### config.mk
export PLATFORM = sky130hd
export DESIGN_NAME = fixed_decimal_to_seven_segment_4digit
export DESIGN_NICKNAME = d
export VERILOG_FILES = /design/src/rtl/fdss_pkg.sv /design/src/rtl/fdss_front.sv /design/src/rtl/fdss_queue.sv /design/src/rtl/fdss_back.sv /design/src/rtl/fixed_decimal_to_seven_segment_4digit.sv
export VERILOG_INCLUDE_DIRS = /design/src /design/src/rtl
export SDC_FILE = /design/constraint.sdc
export NUM_CORES = 1
export LEC_CHECK = 0
export ABC_AREA = 1
export ABC_CLOCK_PERIOD_IN_PS = 7550
export BUFFER_PORTS_ARGS = -buffer_cell sky130_fd_sc_hd__buf_4
export CORE_ASPECT_RATIO = 1.4
export CORE_UTILIZATION = 50
export CTS_BUF_LIST = sky130_fd_sc_hd__clkbuf_8
export CTS_CLUSTER_SIZE = 10
export DETAILED_ROUTE_END_ITERATION = 6
export PLACE_DENSITY = 0.73
export SETUP_SLACK_MARGIN = 0.2
export SLEW_MARGIN = 15
export SYNTH_ARGS = -nofsm -noshare
export SYNTH_HDL_FRONTEND = slang
export SYNTH_SLANG_ARGS = --single-unit
export TNS_END_PERCENT = 10
### constraint.sdc
create_clock -name clk -period 7.55 [get_ports clk]
set_input_delay 0 -clock clk [delete_from_list [all_inputs] [get_ports clk]]
set_output_delay 0 -clock clk [all_outputs]
set_load 0.01 [all_outputs]
### src/rtl/fixed_decimal_to_seven_segment_4digit_assert.svh
// ----------------------------------------------------------------------------
// Assertion macros for the seven-segment display encoder
// Concurrent checks that compile away when SYNTH is defined.
// ----------------------------------------------------------------------------
`ifndef FIXED_DECIMAL_TO_SEVEN_SEGMENT_4DIGIT_ASSERT_SVH
`define FIXED_DECIMAL_TO_SEVEN_SEGMENT_4DIGIT_ASSERT_SVH

`ifndef SYNTH
// Same-cycle implication, ignored while reset is high.
`define FDSS_ASSERT_IMP(lbl, clk_sig, rst_sig, ante, cons) \
  lbl: assert property (@(posedge clk_sig) disable iff (rst_sig) (ante) |-> (cons)) \
    else $error("assertion failed");
// Next-cycle implication, also checked across reset.
`define FDSS_ASSERT_NEXT(lbl, clk_sig, ante, cons) \
  lbl: assert property (@(posedge clk_sig) (ante) |=> (cons)) \
    else $error("assertion failed");
`else
`define FDSS_ASSERT_IMP(lbl, clk_sig, rst_sig, ante, cons)
`define FDSS_ASSERT_NEXT(lbl, clk_sig, ante, cons)
`endif

`endif

### src/rtl/fdss_pkg.sv
// ----------------------------------------------------------------------------
// fdss_pkg
// Shared types, constants and helper functions of the display encoder.
// ----------------------------------------------------------------------------
package fdss_pkg;

  // Configuration register indexes.
  localparam logic REG_DECIMALS = 1'b0;
  localparam logic REG_INVERT   = 1'b1;

  // Decimals mode code that selects one decimal place; all others mean two.
  localparam logic [1:0] MODE_ONE_DECIMAL = 2'd1;
  localparam logic [1:0] MODE_RESET       = 2'd2;

  // Segment patterns.
  localparam logic [7:0] DASH_PATTERN  = 8'h40;
  localparam logic [7:0] ZERO_PATTERN  = 8'h3F;
  localparam logic [7:0] POINT_BIT     = 8'h80;
  localparam logic [7:0] BLANK_PATTERN = 8'h00;

  // Range thresholds in hundredths.
  localparam logic [23:0] LIMIT_HUNDREDTHS = 24'd1000000;
  localparam logic [19:0] LIMIT_TENTHS     = 20'd100000;
  localparam logic [19:0] LIMIT_UNITS      = 20'd10000;

  // Reciprocal constants: x/10 = (x*MUL_DIV10)>>23, x/100 = (x*MUL_DIV100)>>26,
  // exact for x below one million; n/100 = (n*MUL_HI)>>19 for n below 10000.
  localparam logic [19:0] MUL_DIV10  = 20'd838861;
  localparam logic [19:0] MUL_DIV100 = 20'd671089;
  localparam logic [12:0] MUL_HI     = 13'd5243;

  typedef enum logic [1:0] {
    SCALE_1   = 2'd0,
    SCALE_10  = 2'd1,
    SCALE_100 = 2'd2
  } scale_t;

  // Control bits that follow an item through the back end.
  typedef struct packed {
    logic   err;
    logic   zero;
    logic   one_dec;
    logic   point1;
    logic   point2;
    scale_t scale;
  } ctl_t;

  // Classified item held in the queue.
  typedef struct packed {
    ctl_t        ctl;
    logic [19:0] value;
  } cls_t;

  // Standard gfedcba font for one decimal digit.
  function automatic logic [7:0] font(input logic [3:0] d);
    logic [7:0] p;
    case (d)
      4'd0:    p = 8'h3F;
      4'd1:    p = 8'h06;
      4'd2:    p = 8'h5B;
      4'd3:    p = 8'h4F;
      4'd4:    p = 8'h66;
      4'd5:    p = 8'h6D;
      4'd6:    p = 8'h7D;
      4'd7:    p = 8'h07;
      4'd8:    p = 8'h7F;
      4'd9:    p = 8'h6F;
      default: p = 8'h00;
    endcase
    return p;
  endfunction

  // Tens digit of a value below 100, found by independent threshold compares.
  function automatic logic [3:0] tens_of(input logic [6:0] x);
    logic [3:0] t;
    t = 4'd0;
    for (int k = 1; k < 10; k++) begin
      if (x >= 7'(k * 10)) begin
        t = 4'(k);
      end
    end
    return t;
  endfunction

endpackage

### src/rtl/fdss_front.sv
// ----------------------------------------------------------------------------
// fdss_front
// Classifies an incoming value: range check, scale and point position.
// ----------------------------------------------------------------------------
module fdss_front
  import fdss_pkg::*;
(
  input  logic [23:0] value,
  input  logic [1:0]  decimals_mode,
  output cls_t        cls
);

  logic        neg;
  logic        too_big;
  logic [19:0] raw;

  assign neg     = value[23];
  assign too_big = value >= LIMIT_HUNDREDTHS;
  assign raw     = value[19:0];

  // Pick the scale and the point position from the magnitude and the mode.
  always_comb begin
    cls.value       = raw;
    cls.ctl.err     = neg | too_big;
    cls.ctl.one_dec = (decimals_mode == MODE_ONE_DECIMAL);
    cls.ctl.zero    = 1'b0;
    cls.ctl.point1  = 1'b0;
    cls.ctl.point2  = 1'b0;
    cls.ctl.scale   = SCALE_100;
    if (cls.ctl.one_dec) begin
      if (raw < LIMIT_TENTHS) begin
        cls.ctl.scale  = SCALE_10;
        cls.ctl.point2 = 1'b1;
      end
    end else begin
      cls.ctl.zero = (raw == 20'd0);
      if (raw < LIMIT_UNITS) begin
        cls.ctl.scale  = SCALE_1;
        cls.ctl.point1 = 1'b1;
      end else if (raw < LIMIT_TENTHS) begin
        cls.ctl.scale  = SCALE_10;
        cls.ctl.point2 = 1'b1;
      end
    end
  end

endmodule

### src/rtl/fdss_queue.sv
// ----------------------------------------------------------------------------
// fdss_queue
// Two-entry queue of classified items between the front and the back end.
// ----------------------------------------------------------------------------
module fdss_queue
  import fdss_pkg::*;
(
  input  logic clk,
  input  logic rst,
  input  logic push,
  input  cls_t push_cls,
  input  logic pop,
  output logic full,
  output logic out_valid,
  output cls_t out_cls
);

  cls_t       entries [2];
  logic       wr_ptr;
  logic       rd_ptr;
  logic [1:0] count;

  assign full      = (count == 2'd2);
  assign out_valid = (count != 2'd0);
  assign out_cls   = entries[rd_ptr];

  // Entry storage.
  always_ff @(posedge clk) begin
    if (push) begin
      entries[wr_ptr] <= push_cls;
    end
  end

  // Pointers and fill count.
  always_ff @(posedge clk) begin
    if (rst) begin
      wr_ptr <= 1'b0;
      rd_ptr <= 1'b0;
      count  <= 2'd0;
    end else begin
      if (push) begin
        wr_ptr <= ~wr_ptr;
      end
      if (pop) begin
        rd_ptr <= ~rd_ptr;
      end
      if (push && !pop) begin
        count <= count + 2'd1;
      end else if (pop && !push) begin
        count <= count - 2'd1;
      end
    end
  end

endmodule

### src/rtl/fdss_back.sv
// ----------------------------------------------------------------------------
// fdss_back
// Scales a classified item, splits it into digits and drives the patterns.
// ----------------------------------------------------------------------------
module fdss_back
  import fdss_pkg::*;
(
  input  logic        clk,
  input  logic        rst,
  input  logic        in_valid,
  input  cls_t        in_cls,
  output logic        pop,
  input  logic        invert_segments,
  output logic        m_tvalid,
  input  logic        m_tready,
  output logic [39:0] m_tdata
);

  logic        advance;

  logic        s1_valid;
  ctl_t        s1_ctl;
  logic [39:0] s1_prod;
  logic [13:0] s1_low;

  logic        s2_valid;
  ctl_t        s2_ctl;
  logic [13:0] s2_n;
  logic [6:0]  s2_hi;

  logic        s3_valid;
  ctl_t        s3_ctl;
  logic [6:0]  s3_hi;
  logic [6:0]  s3_lo;

  logic [19:0] mult;
  logic [13:0] n;
  logic [26:0] hi_prod;
  logic [13:0] lo_full;
  logic [3:0]  dig0;
  logic [3:0]  dig1;
  logic [3:0]  dig2;
  logic [3:0]  dig3;
  logic [7:0]  pat0;
  logic [7:0]  pat1;
  logic [7:0]  pat2;
  logic [7:0]  pat3;

  // The whole pipeline moves when the output register is free or drained.
  assign advance = !m_tvalid || m_tready;
  assign pop     = advance && in_valid;

  // Stage 1: multiply by the reciprocal of 10 or 100.
  assign mult = (in_cls.ctl.scale == SCALE_100) ? MUL_DIV100 : MUL_DIV10;

  always_ff @(posedge clk) begin
    if (advance) begin
      s1_ctl  <= in_cls.ctl;
      s1_prod <= 40'(in_cls.value) * 40'(mult);
      s1_low  <= in_cls.value[13:0];
    end
  end

  // Stage 2: pick the scaled value and take its hundreds part.
  always_comb begin
    case (s1_ctl.scale)
      SCALE_1:  n = s1_low;
      SCALE_10: n = s1_prod[36:23];
      default:  n = s1_prod[39:26];
    endcase
  end

  assign hi_prod = 27'(n) * 27'(MUL_HI);

  always_ff @(posedge clk) begin
    if (advance) begin
      s2_ctl <= s1_ctl;
      s2_n   <= n;
      s2_hi  <= hi_prod[25:19];
    end
  end

  // Stage 3: remainder below one hundred, by shift-and-add of the quotient.
  assign lo_full = s2_n - ((14'(s2_hi) << 6) + (14'(s2_hi) << 5) + (14'(s2_hi) << 2));

  always_ff @(posedge clk) begin
    if (advance) begin
      s3_ctl <= s2_ctl;
      s3_hi  <= s2_hi;
      s3_lo  <= lo_full[6:0];
    end
  end

  // Output stage: digits, font, point, blanking and inversion.
  assign dig0 = tens_of(s3_hi);
  assign dig1 = 4'(s3_hi - ((7'(dig0) << 3) + (7'(dig0) << 1)));
  assign dig2 = tens_of(s3_lo);
  assign dig3 = 4'(s3_lo - ((7'(dig2) << 3) + (7'(dig2) << 1)));

  always_comb begin
    pat0 = font(dig0);
    pat1 = font(dig1);
    pat2 = font(dig2);
    pat3 = font(dig3);
    if (s3_ctl.point1) begin
      pat1 = pat1 | POINT_BIT;
    end
    if (s3_ctl.point2) begin
      pat2 = pat2 | POINT_BIT;
    end
    // Leading zero blanking; the second digit only in one-decimal mode.
    if (dig0 == 4'd0) begin
      pat0 = BLANK_PATTERN;
      if (s3_ctl.one_dec && dig1 == 4'd0) begin
        pat1 = BLANK_PATTERN;
      end
    end
    if (s3_ctl.zero) begin
      pat0 = BLANK_PATTERN;
      pat1 = BLANK_PATTERN;
      pat2 = BLANK_PATTERN;
      pat3 = ZERO_PATTERN;
    end
    if (s3_ctl.err) begin
      pat0 = DASH_PATTERN;
      pat1 = DASH_PATTERN;
      pat2 = DASH_PATTERN;
      pat3 = DASH_PATTERN;
    end
    if (invert_segments) begin
      pat0 = ~pat0;
      pat1 = ~pat1;
      pat2 = ~pat2;
      pat3 = ~pat3;
    end
  end

  always_ff @(posedge clk) begin
    if (advance) begin
      m_tdata <= {7'd0, s3_ctl.err, pat3, pat2, pat1, pat0};
    end
  end

  // Valid bits of the stages.
  always_ff @(posedge clk) begin
    if (rst) begin
      s1_valid <= 1'b0;
      s2_valid <= 1'b0;
      s3_valid <= 1'b0;
      m_tvalid <= 1'b0;
    end else if (advance) begin
      s1_valid <= in_valid;
      s2_valid <= s1_valid;
      s3_valid <= s2_valid;
      m_tvalid <= s3_valid;
    end
  end

endmodule

### src/rtl/fixed_decimal_to_seven_segment_4digit.sv
// An input transfer enters the queue, then passes stages 1 to 3 and the output register.
// Throughput: one value per cycle while the output is not stalled; the back end is a four-stage pipeline.
// A two-entry queue lets input and output stall independently.
// Reset is synchronous: it empties the queue and pipeline and sets
// decimals_mode to 2 and invert_segments to 0.
// ----------------------------------------------------------------------------
// fixed_decimal_to_seven_segment_4digit
// Fixed-point hundredths to four seven-segment digit patterns.
// ----------------------------------------------------------------------------
`include "fixed_decimal_to_seven_segment_4digit_assert.svh"

module fixed_decimal_to_seven_segment_4digit
  import fdss_pkg::*;
(
  input  logic        clk,
  input  logic        rst,
  input  logic        s_tvalid,
  output logic        s_tready,
  input  logic [23:0] s_tdata,   // [23:0] value_hundredths
  output logic        m_tvalid,
  input  logic        m_tready,
  output logic [39:0] m_tdata,   // [7:0] digit0_segments, [15:8] digit1_segments,
                                 // [23:16] digit2_segments, [31:24] digit3_segments,
                                 // [32] out_of_range, [39:33] zero
  input  logic        cfg_we,
  input  logic        cfg_index,
  input  logic [1:0]  cfg_data
);

  logic [1:0] decimals_mode;
  logic       invert_segments;
  cls_t       front_cls;
  cls_t       queue_cls;
  logic       queue_full;
  logic       queue_valid;
  logic       queue_pop;
  logic       push;

  // Configuration registers.
  always_ff @(posedge clk) begin
    if (rst) begin
      decimals_mode   <= MODE_RESET;
      invert_segments <= 1'b0;
    end else if (cfg_we) begin
      case (cfg_index)
        REG_DECIMALS: decimals_mode   <= cfg_data;
        REG_INVERT:   invert_segments <= cfg_data[0];
        default:      ;
      endcase
    end
  end

  assign s_tready = !queue_full;
  assign push     = s_tvalid && s_tready;

  fdss_front u_front (
    .value         (s_tdata),
    .decimals_mode (decimals_mode),
    .cls           (front_cls)
  );

  fdss_queue u_queue (
    .clk       (clk),
    .rst       (rst),
    .push      (push),
    .push_cls  (front_cls),
    .pop       (queue_pop),
    .full      (queue_full),
    .out_valid (queue_valid),
    .out_cls   (queue_cls)
  );

  fdss_back u_back (
    .clk             (clk),
    .rst             (rst),
    .in_valid        (queue_valid),
    .in_cls          (queue_cls),
    .pop             (queue_pop),
    .invert_segments (invert_segments),
    .m_tvalid        (m_tvalid),
    .m_tready        (m_tready),
    .m_tdata         (m_tdata)
  );

  // An error result shows four dashes, plain or inverted.
  `FDSS_ASSERT_IMP(a_err_dashes, clk, rst, m_tvalid && m_tdata[32],
                   (m_tdata[31:0] == 32'h40404040) || (m_tdata[31:0] == 32'hBFBFBFBF))
  // The rightmost digit is never blank: it always carries a glyph.
  `FDSS_ASSERT_IMP(a_last_digit_lit, clk, rst, m_tvalid,
                   (m_tdata[30:24] ^ {7{invert_segments}}) != 7'h00)
  // Nothing is offered on the output right after reset.
  `FDSS_ASSERT_NEXT(a_reset_idle, clk, rst, !m_tvalid)

endmodule
# ---- Word-level counts from Yosys, hierarchy flattened
# Memories as Yosys holds them, arrays and structs flattened. A register that Yosys moved wholly into a read port is not among the register bits.
# Cells that the tools add are included.
dict set report word_totals {
  regBits 143
  mem_bits_rw 54
  romBits 448
  inputBits 32
  output_inout_bits 42
  elab_cells 149
  mem_count 5
}
dict set report classes {
  addsub 9
  mul 2
  magnitude_cmp 21
  eq_ne 4
  n_mux 50
  bitwise_logic 8
  reduce_logical 18
}
# name words word_bits read_ports rd_ports_with_merged_regs wr line_no
set memory_table {}
lappend memory_table {{(name not given)} 16 7 1 0 0 fdss_pkg.sv:57} ;# case (d)
lappend memory_table {{(name not given)} 16 7 1 0 0 fdss_pkg.sv:57}
lappend memory_table {{(name not given)} 16 7 1 0 0 fdss_pkg.sv:57}
lappend memory_table {{(name not given)} 16 7 1 0 0 fdss_pkg.sv:57}
lappend memory_table {u_queue.entries 2 27 1 1 1 fdss_queue.sv:18} ;# cls_t entries [2];
# op count
set op_table {}
lappend op_table {{2-to-1 mux 8 bit} 17}
lappend op_table {{greater-or-equal comparator 7 x 6 -> 1 bit (second input constant)} 6}
lappend op_table {{greater-or-equal comparator 7 bit (second input constant)} 6}
lappend op_table {{multiplier 20 x 20 -> 40 bit} 1}
lappend op_table {{inverter 8 bit} 4}
lappend op_table {{2-to-1 mux 3 bit} 10}
lappend op_table {{greater-or-equal comparator 7 x 5 -> 1 bit (second input constant)} 4}
lappend op_table {{case mux 14 bit (2 select lines)} 1}
lappend op_table {{multiplier 14 x 13 -> 26 bit (second input constant)} 1}
lappend op_table {{greater-or-equal comparator 24 x 20 -> 1 bit (second input constant)} 1}
lappend op_table {{logical NOT 20 bit} 1}
lappend op_table {{< comparator 20 x 14 -> 1 bit (second input constant)} 1}
lappend op_table {{< comparator 20 x 17 -> 1 bit (second input constant)} 1}
lappend op_table {{2-to-1 mux 19 bit} 1}
lappend op_table {{2-to-1 mux 4 bit} 4}
lappend op_table {{adder 7 bit} 2}
lappend op_table {{greater-or-equal comparator 7 x 4 -> 1 bit (second input constant)} 2}
lappend op_table {{2-to-1 mux 2 bit} 7}
lappend op_table {{2-to-1 mux 1 bit} 10}
lappend op_table {{adder 4 bit} 2}
lappend op_table {{logical NOT 4 bit} 2}
lappend op_table {{subtractor 4 bit} 2}
lappend op_table {{subtractor 7 bit} 1}
lappend op_table {{logical AND 1 bit} 5}
lappend op_table {{11 further kinds} 20}

# ---- Depth between registers and ports, before layout
# Gate-level depths: netlist of run 1.
dict set report logic_depth {
  word_depth 20
  ltp_mapped 35
  ltp_nobuf 35
}

# ---- Hierarchy
# A second synthesis of run 1 with hierarchy kept.
dict set report hier_totals {
  hier_cells 2279
  hier_area_um2 22225.1
}
# module instances cells_per_inst area_each_um2 seq_area_each_um2
set by_module_without_submodules {}
lappend by_module_without_submodules {fdss_back 1 2060 19361.1 3323.2}
lappend by_module_without_submodules {fdss_queue 1 117 2278.4 1721.7}
lappend by_module_without_submodules {fdss_front 1 81 450.4 0.0}
lappend by_module_without_submodules {fixed_decimal_to_seven_segment_4digit 1 21 135.1 60.1}

# ---- Worst setup path before layout of run 1
# Ideal clock, no wire load.
dict set report synth_timing {
  kind {register -> register}
  startpoint {reg with a tool-made name}
  endpoint {reg u_back.s1_prod[38] (data pin)}
  setup_time_ns 0.265
  arrival_time_ns 6.705
  required_ns 7.285
  setup_slack_ns 0.580
  path_stages_with_launch 29
  path_buffers 3
  period_less_slack_ns 6.970
  cell_sequence {dfxtp_1 buf_4 buf_2 clkbuf_1 nand2_1 o21ai_0 inv_1 nor2_1 inv_1 fa_1 fa_1 fa_1 inv_1 fa_1 fa_1 fa_1 inv_1 fa_1 inv_1 ha_1 a21oi_1 inv_1 a31oi_1 o21ai_0 a21oi_1 o21ai_1 nand3_1 o211ai_1 xor2_1}
}
# item line_no
set synth_lines {}
lappend synth_lines {{end signal, assigned} fdss_back.sv:59} ;# s1_prod <= 40'(in_cls.value) * 40'(mult);
lappend synth_lines {{end, declared} fdss_back.sv:23} ;# logic [39:0] s1_prod;

==> out/metrics.cfg, run 1 <==
[worst_setup_path]
cp.required_ns=7.79
cp-end-kind=flip-flop
critPathKind=reg -> reg
cp_max_fo=25
start_kind=flip-flop
arrival_ns=7.24

[cells_and_area]
nets=3065
syn2layout_area_growth_pct=9.93
layout_commonest_cell=inv_1
drive_gt1_frac=0.0892
final_cell_mix=577 x inv_1, 343 x ha_1, 292 x fa_1, 240 x nand2_1, 159 x edfxtp_1
antenna-diode-count=0

[cts]
cts_htree_levels=4
clock_path_buffers=2
clkSinkCount=171
clkTransAtPathRegs_ns=0.12
cts_tree=done
clk_latency_ns=0.50
root_buffer=clkbuf_8
cts_made_buffers=17

[grt]
grt_pass1_vias=16900
gr-usage-met3=0.0321
grt_use_total=0.255
antenna_found_initial=0
overflow=0
use_met1=0.286
grt_max_degree=74
grt_pass1_wl_mm=86.0
grt_busiest_layer=met2
grt_use_met2=0.456

[synthesis]
async_reset_ff_frac=0
synth_edf_count=159
synthTopCellsByArea=fa_1 27%, edfxtp_1 22%, ha_1 20%, inv_1 10%, nand2_1 4.1%
syn_area_mm2=0.0219
ys.warnings.count=0
post_synth.cell_area_avg_um2=9.65
synth_top_area_frac=0.267
ys_ff_latch=171
synth.distinct_cells=54
synthFlopType=edfxtp_1
postSynthCellCount=2266
synth_top_area_cell=fa_1
ys_seq_area_frac=0.229

[sta]
finalHoldViolations=0
tightestPinTransition_ns=0.959
rsz0062_at_grt=yes
setup_viol=0
max_freq_ghz=0.143
timing.final.crit_period_ns=7.00
tns_ns=0
drv_slew=0
fin_crit_sh=0.927
fin_worst_skew_ns=0.0301
maxSlewHeadroom=0.354

[route]
avgViaCountPerCell=5.20
first_iter_violations=658
antenna_left=0
dr_total_vias=15400
routedWlPerCell_um=18.0
first_pass_iters=5
routed_wl_mm=53.2
drc=0

[die]
die_h_um=249
core_mm2=0.0431
start_util=0.507
num_rows=90
ioPinCount=74
dieArea_mm2=0.0446
die_x_um=179

[place]
port_buffers=66
hpwl_mm=45.6
place.gp.congestion=0.969

[outcome]
status=completed

[worst_hold_path]
hold_class=in -> reg

[flow_run]
max-cap-violations=0

==> through the flow <==
step / std cells / area [um^2] / utilization / hold slack [ns] / worst slack, ns
after CTS: 2963 / 24000 / 0.556 / 0.194 / 0.309
after global placement: 2897 / 23200 / 0.539 / 0.192 / 0.392
after global routing: 2963 / 24000 / 0.557 / 0.226 / 0.171
after detailed placement: 2897 / 23200 / 0.539 / 0.198 / 0.344
after floorplan: 2273 / 21900 / - / 0.0691 / 0.580
final: 2963 / 24000 / 0.557 / 0.240 / 0.548
==> worst max-delay path: stages, from the launching register on <==
cell      delay (ns)
dfxtp_2         0.37
buf_8           0.18
o21ai_0         0.77
nor2_1          0.12
buf_4           0.20
inv_1           0.20
fa_1            0.50
fa_1            0.48
fa_1            0.52
inv_1           0.05
fa_1            0.46
fa_1            0.51
fa_1            0.49
ha_1            0.31
ha_1            0.39
a21oi_1         0.27
o21a_1          0.20
o221ai_1        0.13
a21oi_1         0.15
nand2_1         0.15
a31oi_1         0.20
xor2_1          0.09
==> final timing paths <==
path,startpoint,end,slack [ns],cells after the start
worst max register to register,flip-flop,u_back.s1_prod[37],0.55,21
worst min-delay path,s_tdata[11],u_queue.entries[0][11],0.24,2
worst max-delay path,flip-flop,u_back.s1_prod[37],0.55,21
worst min register to register,u_back.s2_ctl[2],u_back.s3_ctl[2],0.42,0
==> registers in the layout, indices dropped and copies added, names as in the netlist, 2 cells and up, named ones only <==
name and count:
u_back.s1_low 14, u_back.m_tdata 32, u_queue.entries 52, u_back.s1_ctl 6
u_back.s3_hi 7, decimals_mode 2, u_back.s3_lo 7, u_queue.count 2
u_back.s2_hi 7, u_back.s1_prod 17, u_back.s2_n 7, u_back.s2_ctl 5
u_back.s3_ctl 5
==> cell usage after synthesis, drive strengths merged (3+ instances only) <==
library cell / instances
nor4: 7
a21o: 6
inv: 588
buf: 17
clkbuf: 21
nand3: 40
fa: 292
dfxtp: 12
mux2: 4
nor2: 159
ha: 343
o2111ai: 3
xor2: 59
a21oi: 97
o21bai: 8
o22ai: 7
clkinv: 4
o21a: 11
o31ai: 5
or2: 8
nand4: 10
o211ai: 7
o22a: 3
o21ai: 93
edfxtp: 159
a31oi: 12
nor3: 11
xnor2: 12
nand2: 257
==> what timing repair did <==
item	4_1_cts	5_1_grt
buffers inserted	0	0
endpoints found under the setup margin	0	16
resized for setup	0	20
hold buffers	34	0
hold endpoints to repair	62	0
==> area by class of cell <==
type	instances	area, um^2
Fill cell	3809	19100
Multi-Input combinational cell	1472	14500
Sequential cell	171	5020
Inverter	592	2230
Timing Repair Buffer	144	1180
Tap cell	552	691
Clock buffer	17	234
Clock inverter	15	191
==> logic make-up (layout without fill, tap and decap cells) <==
logic type,count (synthesis),after routing,synth area share
XOR/XNOR,71,71,0.0288
AND/OR/NAND/NOR,494,494,0.0969
multiplexers,4,4,0.00206
other,2,9,0.000344
AO/OA/AOI/OAI,259,259,0.0688
adder cells (fa/ha/maj),635,635,0.464
flip-flops,171,171,0.229
buffers and inverters,630,768,0.110
==> layer usage <==
layer	vias to the layer above	wire [um]
met1	7539	20100
met5	-	0
li1	7356	-
met4	0	3420
met3	151	1860
met2	358	27800
Power of run 1 is left out: the tool's default activity adds up to more than one toggle a clock period on the data nets, which glitch-free logic cannot reach.
==> run 2, diff against run 1 <==
- ABC_AREA: 1 -> not set
- CORE_MARGIN: not set -> 5
==> run 2 against run 1 <==
Compared with the run above: fmax is 2.7% lower; design area is 0.30% higher; critical path depth is 6 higher; first-iteration DRC count is 14% higher; global-route usage is 2.7 points lower; register-to-register slack worse by 0.20 ns; clock skew is 0.0027 ns lower; utilization is 1.5 points higher; via count is 8.2% lower; non-clock buffer count is 50 higher; critical path type unchanged; critical endpoint is now u_back.s1_prod[27]; highest routed layer unchanged.
==> out/metrics.cfg, run 2 <==
[outcome]
status=completed

[place]
hpwl_mm=43.3  ; -5.0%
dp.cells=2616  ; -9.7%
place.gp.congestion=1.00  ; +3.2%
port_buffers=66  ; unchanged
placed_area_mm2=0.0228  ; -1.8%

[worst_setup_path]
cp_top_family=adder cells
rr_worst_depth=27  ; +29%
crit_start=u_queue.entries[1][22]
critPathBufInv=6  ; +2
r2r-start=u_queue.entries[1][22]
r2r-end=u_back.s1_prod[27]
max_stage_delay_ns=0.54  ; -0.23 ns
cp.required_ns=7.79  ; about the same
cp-end-kind=flip-flop
critPathKind=reg -> reg
critPathSlowestCell=fa_1
path_common_cell=fa_1
start_kind=flip-flop
endpoint=u_back.s1_prod[27]
arrival_ns=7.44  ; +0.20 ns
cp.depth=27  ; +29%
r2r_setup_slack_ns=0.35  ; -0.20 ns
cp_max_fo=7  ; -72%

[sta]
fin_worst_skew_ns=0.0274  ; -0.00268 ns
setup_viol=0  ; unchanged
tightestPinTransition_ns=1.06  ; +0.104 ns
tns_ns=0  ; unchanged
drv_slew=0  ; unchanged
rsz0062_at_grt=no
timing.final.crit_period_ns=7.20  ; +0.198 ns
maxSlewHeadroom=0.289  ; -0.0650
max_freq_ghz=0.139  ; -2.7%
finalHoldViolations=0  ; unchanged
fin_crit_sh=0.954  ; +0.0262

[cells_and_area]
syn2layout_area_growth_pct=13.7
num-fill-cells=3480  ; -8.6%
antenna-diode-count=0  ; unchanged
drive_gt1_frac=0.147  ; +0.0581
final_cell_mix=462 x inv_1, 338 x ha_1, 284 x fa_1, 159 x edfxtp_1, 154 x buf_4
largest_register_ffs=52  ; unchanged
final_cells=2698  ; -8.9%
layout_commonest_cell=inv_1
design_area_mm2=0.0241  ; +0.30%
largest_registers=u_queue.entries: 52 flops, u_back.m_tdata: 32 flops, u_back.s1_prod: 17 flops
nets=2806  ; -8.5%
top_register=u_queue.entries

[route]
avgViaCountPerCell=5.24  ; +0.77%
dr_total_vias=14100  ; -8.2%
routed-wl-met2_mm=27.3  ; -1.7%
first_pass_iters=5  ; unchanged
met3_length_mm=1.68  ; -9.6%
routedWlPerCell_um=19.0  ; +5.8%
drc=0  ; unchanged
antenna_left=0  ; unchanged
routed_wl_mm=51.3  ; -3.6%
wl_met1_mm=19.3  ; -4.3%
first_iter_violations=748  ; +14%
top_layer_used=met4

[cts]
cts_tree=done
clock_path_buffers=2  ; unchanged
cts_made_buffers=17  ; unchanged
clk_latency_ns=0.50  ; about the same
cts_htree_levels=4  ; unchanged
clkSinkCount=171  ; unchanged
clkTransAtPathRegs_ns=0.11  ; about the same
root_buffer=clkbuf_8

[synthesis]
ys_seq_area_frac=0.236  ; +0.00711
synth_common_cells=477 x inv_1, 343 x ha_1, 292 x fa_1
synth_top_area_cell=fa_1
synth-compound-area-share=0.0689  ; about the same
synth_top_family_by_area=adder cells
synthFlopType=edfxtp_1
synth_most_common_cell=inv_1
syn_area_mm2=0.0212  ; -3.0%
post_synth.cell_area_avg_um2=10.8  ; +12%
async_reset_ff_frac=0  ; unchanged
synth_top_area_frac=0.276  ; +0.00828
synth_edf_count=159  ; unchanged
synth_mux_area_frac=0.0214  ; +0.0194
synthTopCellsByArea=fa_1 28%, edfxtp_1 23%, ha_1 20%, inv_1 8.4%, xnor2_1 2.6%
ys.warnings.count=0  ; unchanged
yosys.area_share.simple=0.0614  ; -0.0355
synth_xor_xnor_area_share=0.0382  ; +0.00945
postSynthCellCount=1966  ; -13%
synth.distinct_cells=76  ; +41%
synth_fa_ha_area_frac=0.478  ; +0.0144
ys_ff_latch=171  ; unchanged

[grt]
grt_max_degree=76  ; +2.7%
grt_pass1_wl_mm=82.5  ; -4.0%
antenna_found_initial=0  ; unchanged
grt_pass1_vias=15500  ; -8.1%
overflow=0  ; unchanged
grt_use_total=0.229  ; -0.0265

[die]
dieArea_mm2=0.0467  ; +4.7%
die_x_um=184  ; +3.0%
core_mm2=0.0421  ; -2.4%
num_rows=89  ; -1.1%
ioPinCount=74  ; unchanged
start_util=0.504  ; -0.00313
die_h_um=254  ; +1.7%

[flow_run]
max-cap-violations=0  ; unchanged

[worst_hold_path]
hold_class=in -> reg

==> run 2: timing repair <==
item                       4_1_cts  5_1_grt
buffers inserted                 1       16
resized for setup               16       75
setup endpoints to repair        6       12
hold buffers                    30        0
pin swaps                        3       40
hold endpoints to repair        62        0
cloned                           2        1
==> run 2: worst min path at each step <==
stage               start                     to  slack, ns  cells past startpoint
3_5_place_dp   s_tdata[1]  u_queue.entries[1][1]       0.20                      1
6_report       s_tdata[1]  u_queue.entries[1][1]       0.25                      2
4_1_cts        s_tdata[0]  u_queue.entries[1][0]       0.21                      2
3_3_place_gp   s_tdata[0]  u_queue.entries[0][0]       0.20                      1
2_1_floorplan         rst        u_back.s1_valid       0.07                      1
5_1_grt        s_tdata[1]  u_queue.entries[1][1]       0.22                      2
==> run 2: cells by family after synthesis <==
kind of cell / Yosys count
xor gates and xnor gates: 90
other: 2
AOI/OAI and AO/OA: 215
muxes: 43
DFF: 171
buffers and inverters: 525
and+or+nand+nor: 285
adders and majority gates: 635
==> run 2: layout make-up <==
| class | count | area (um^2) | share of cell area |
|---|---|---|---|
| clock buffer | 17 | 234 | 0.00971 |
| clock inverter | 15 | 180 | 0.00747 |
| inverter | 478 | 1800 | 0.0747 |
| multi-input combinational | 1277 | 14500 | 0.603 |
| sequential | 171 | 5020 | 0.208 |
| tap | 546 | 683 | 0.0283 |
| timing repair buffer | 194 | 1650 | 0.0683 |
==> run 2: layer usage <==
layer / up-vias / track usage
met1: 6991 / 0.263
met4: 0 / 0.113
li1: 6638 / -
met3: 145 / 0.0246
met2: 360 / 0.419
met5: - / 0
==> run 2: through the flow <==
step	hold slack (ns)	util	worst slack, ns
after floorplan	0.0691	-	0.220
after global placement	0.199	0.542	0.142
after detailed placement	0.197	0.542	-0.125
after CTS	0.215	0.562	0.215
after global routing	0.224	0.573	0.144
final	0.246	0.573	0.350
Power of run 2 is left out for the same reason.
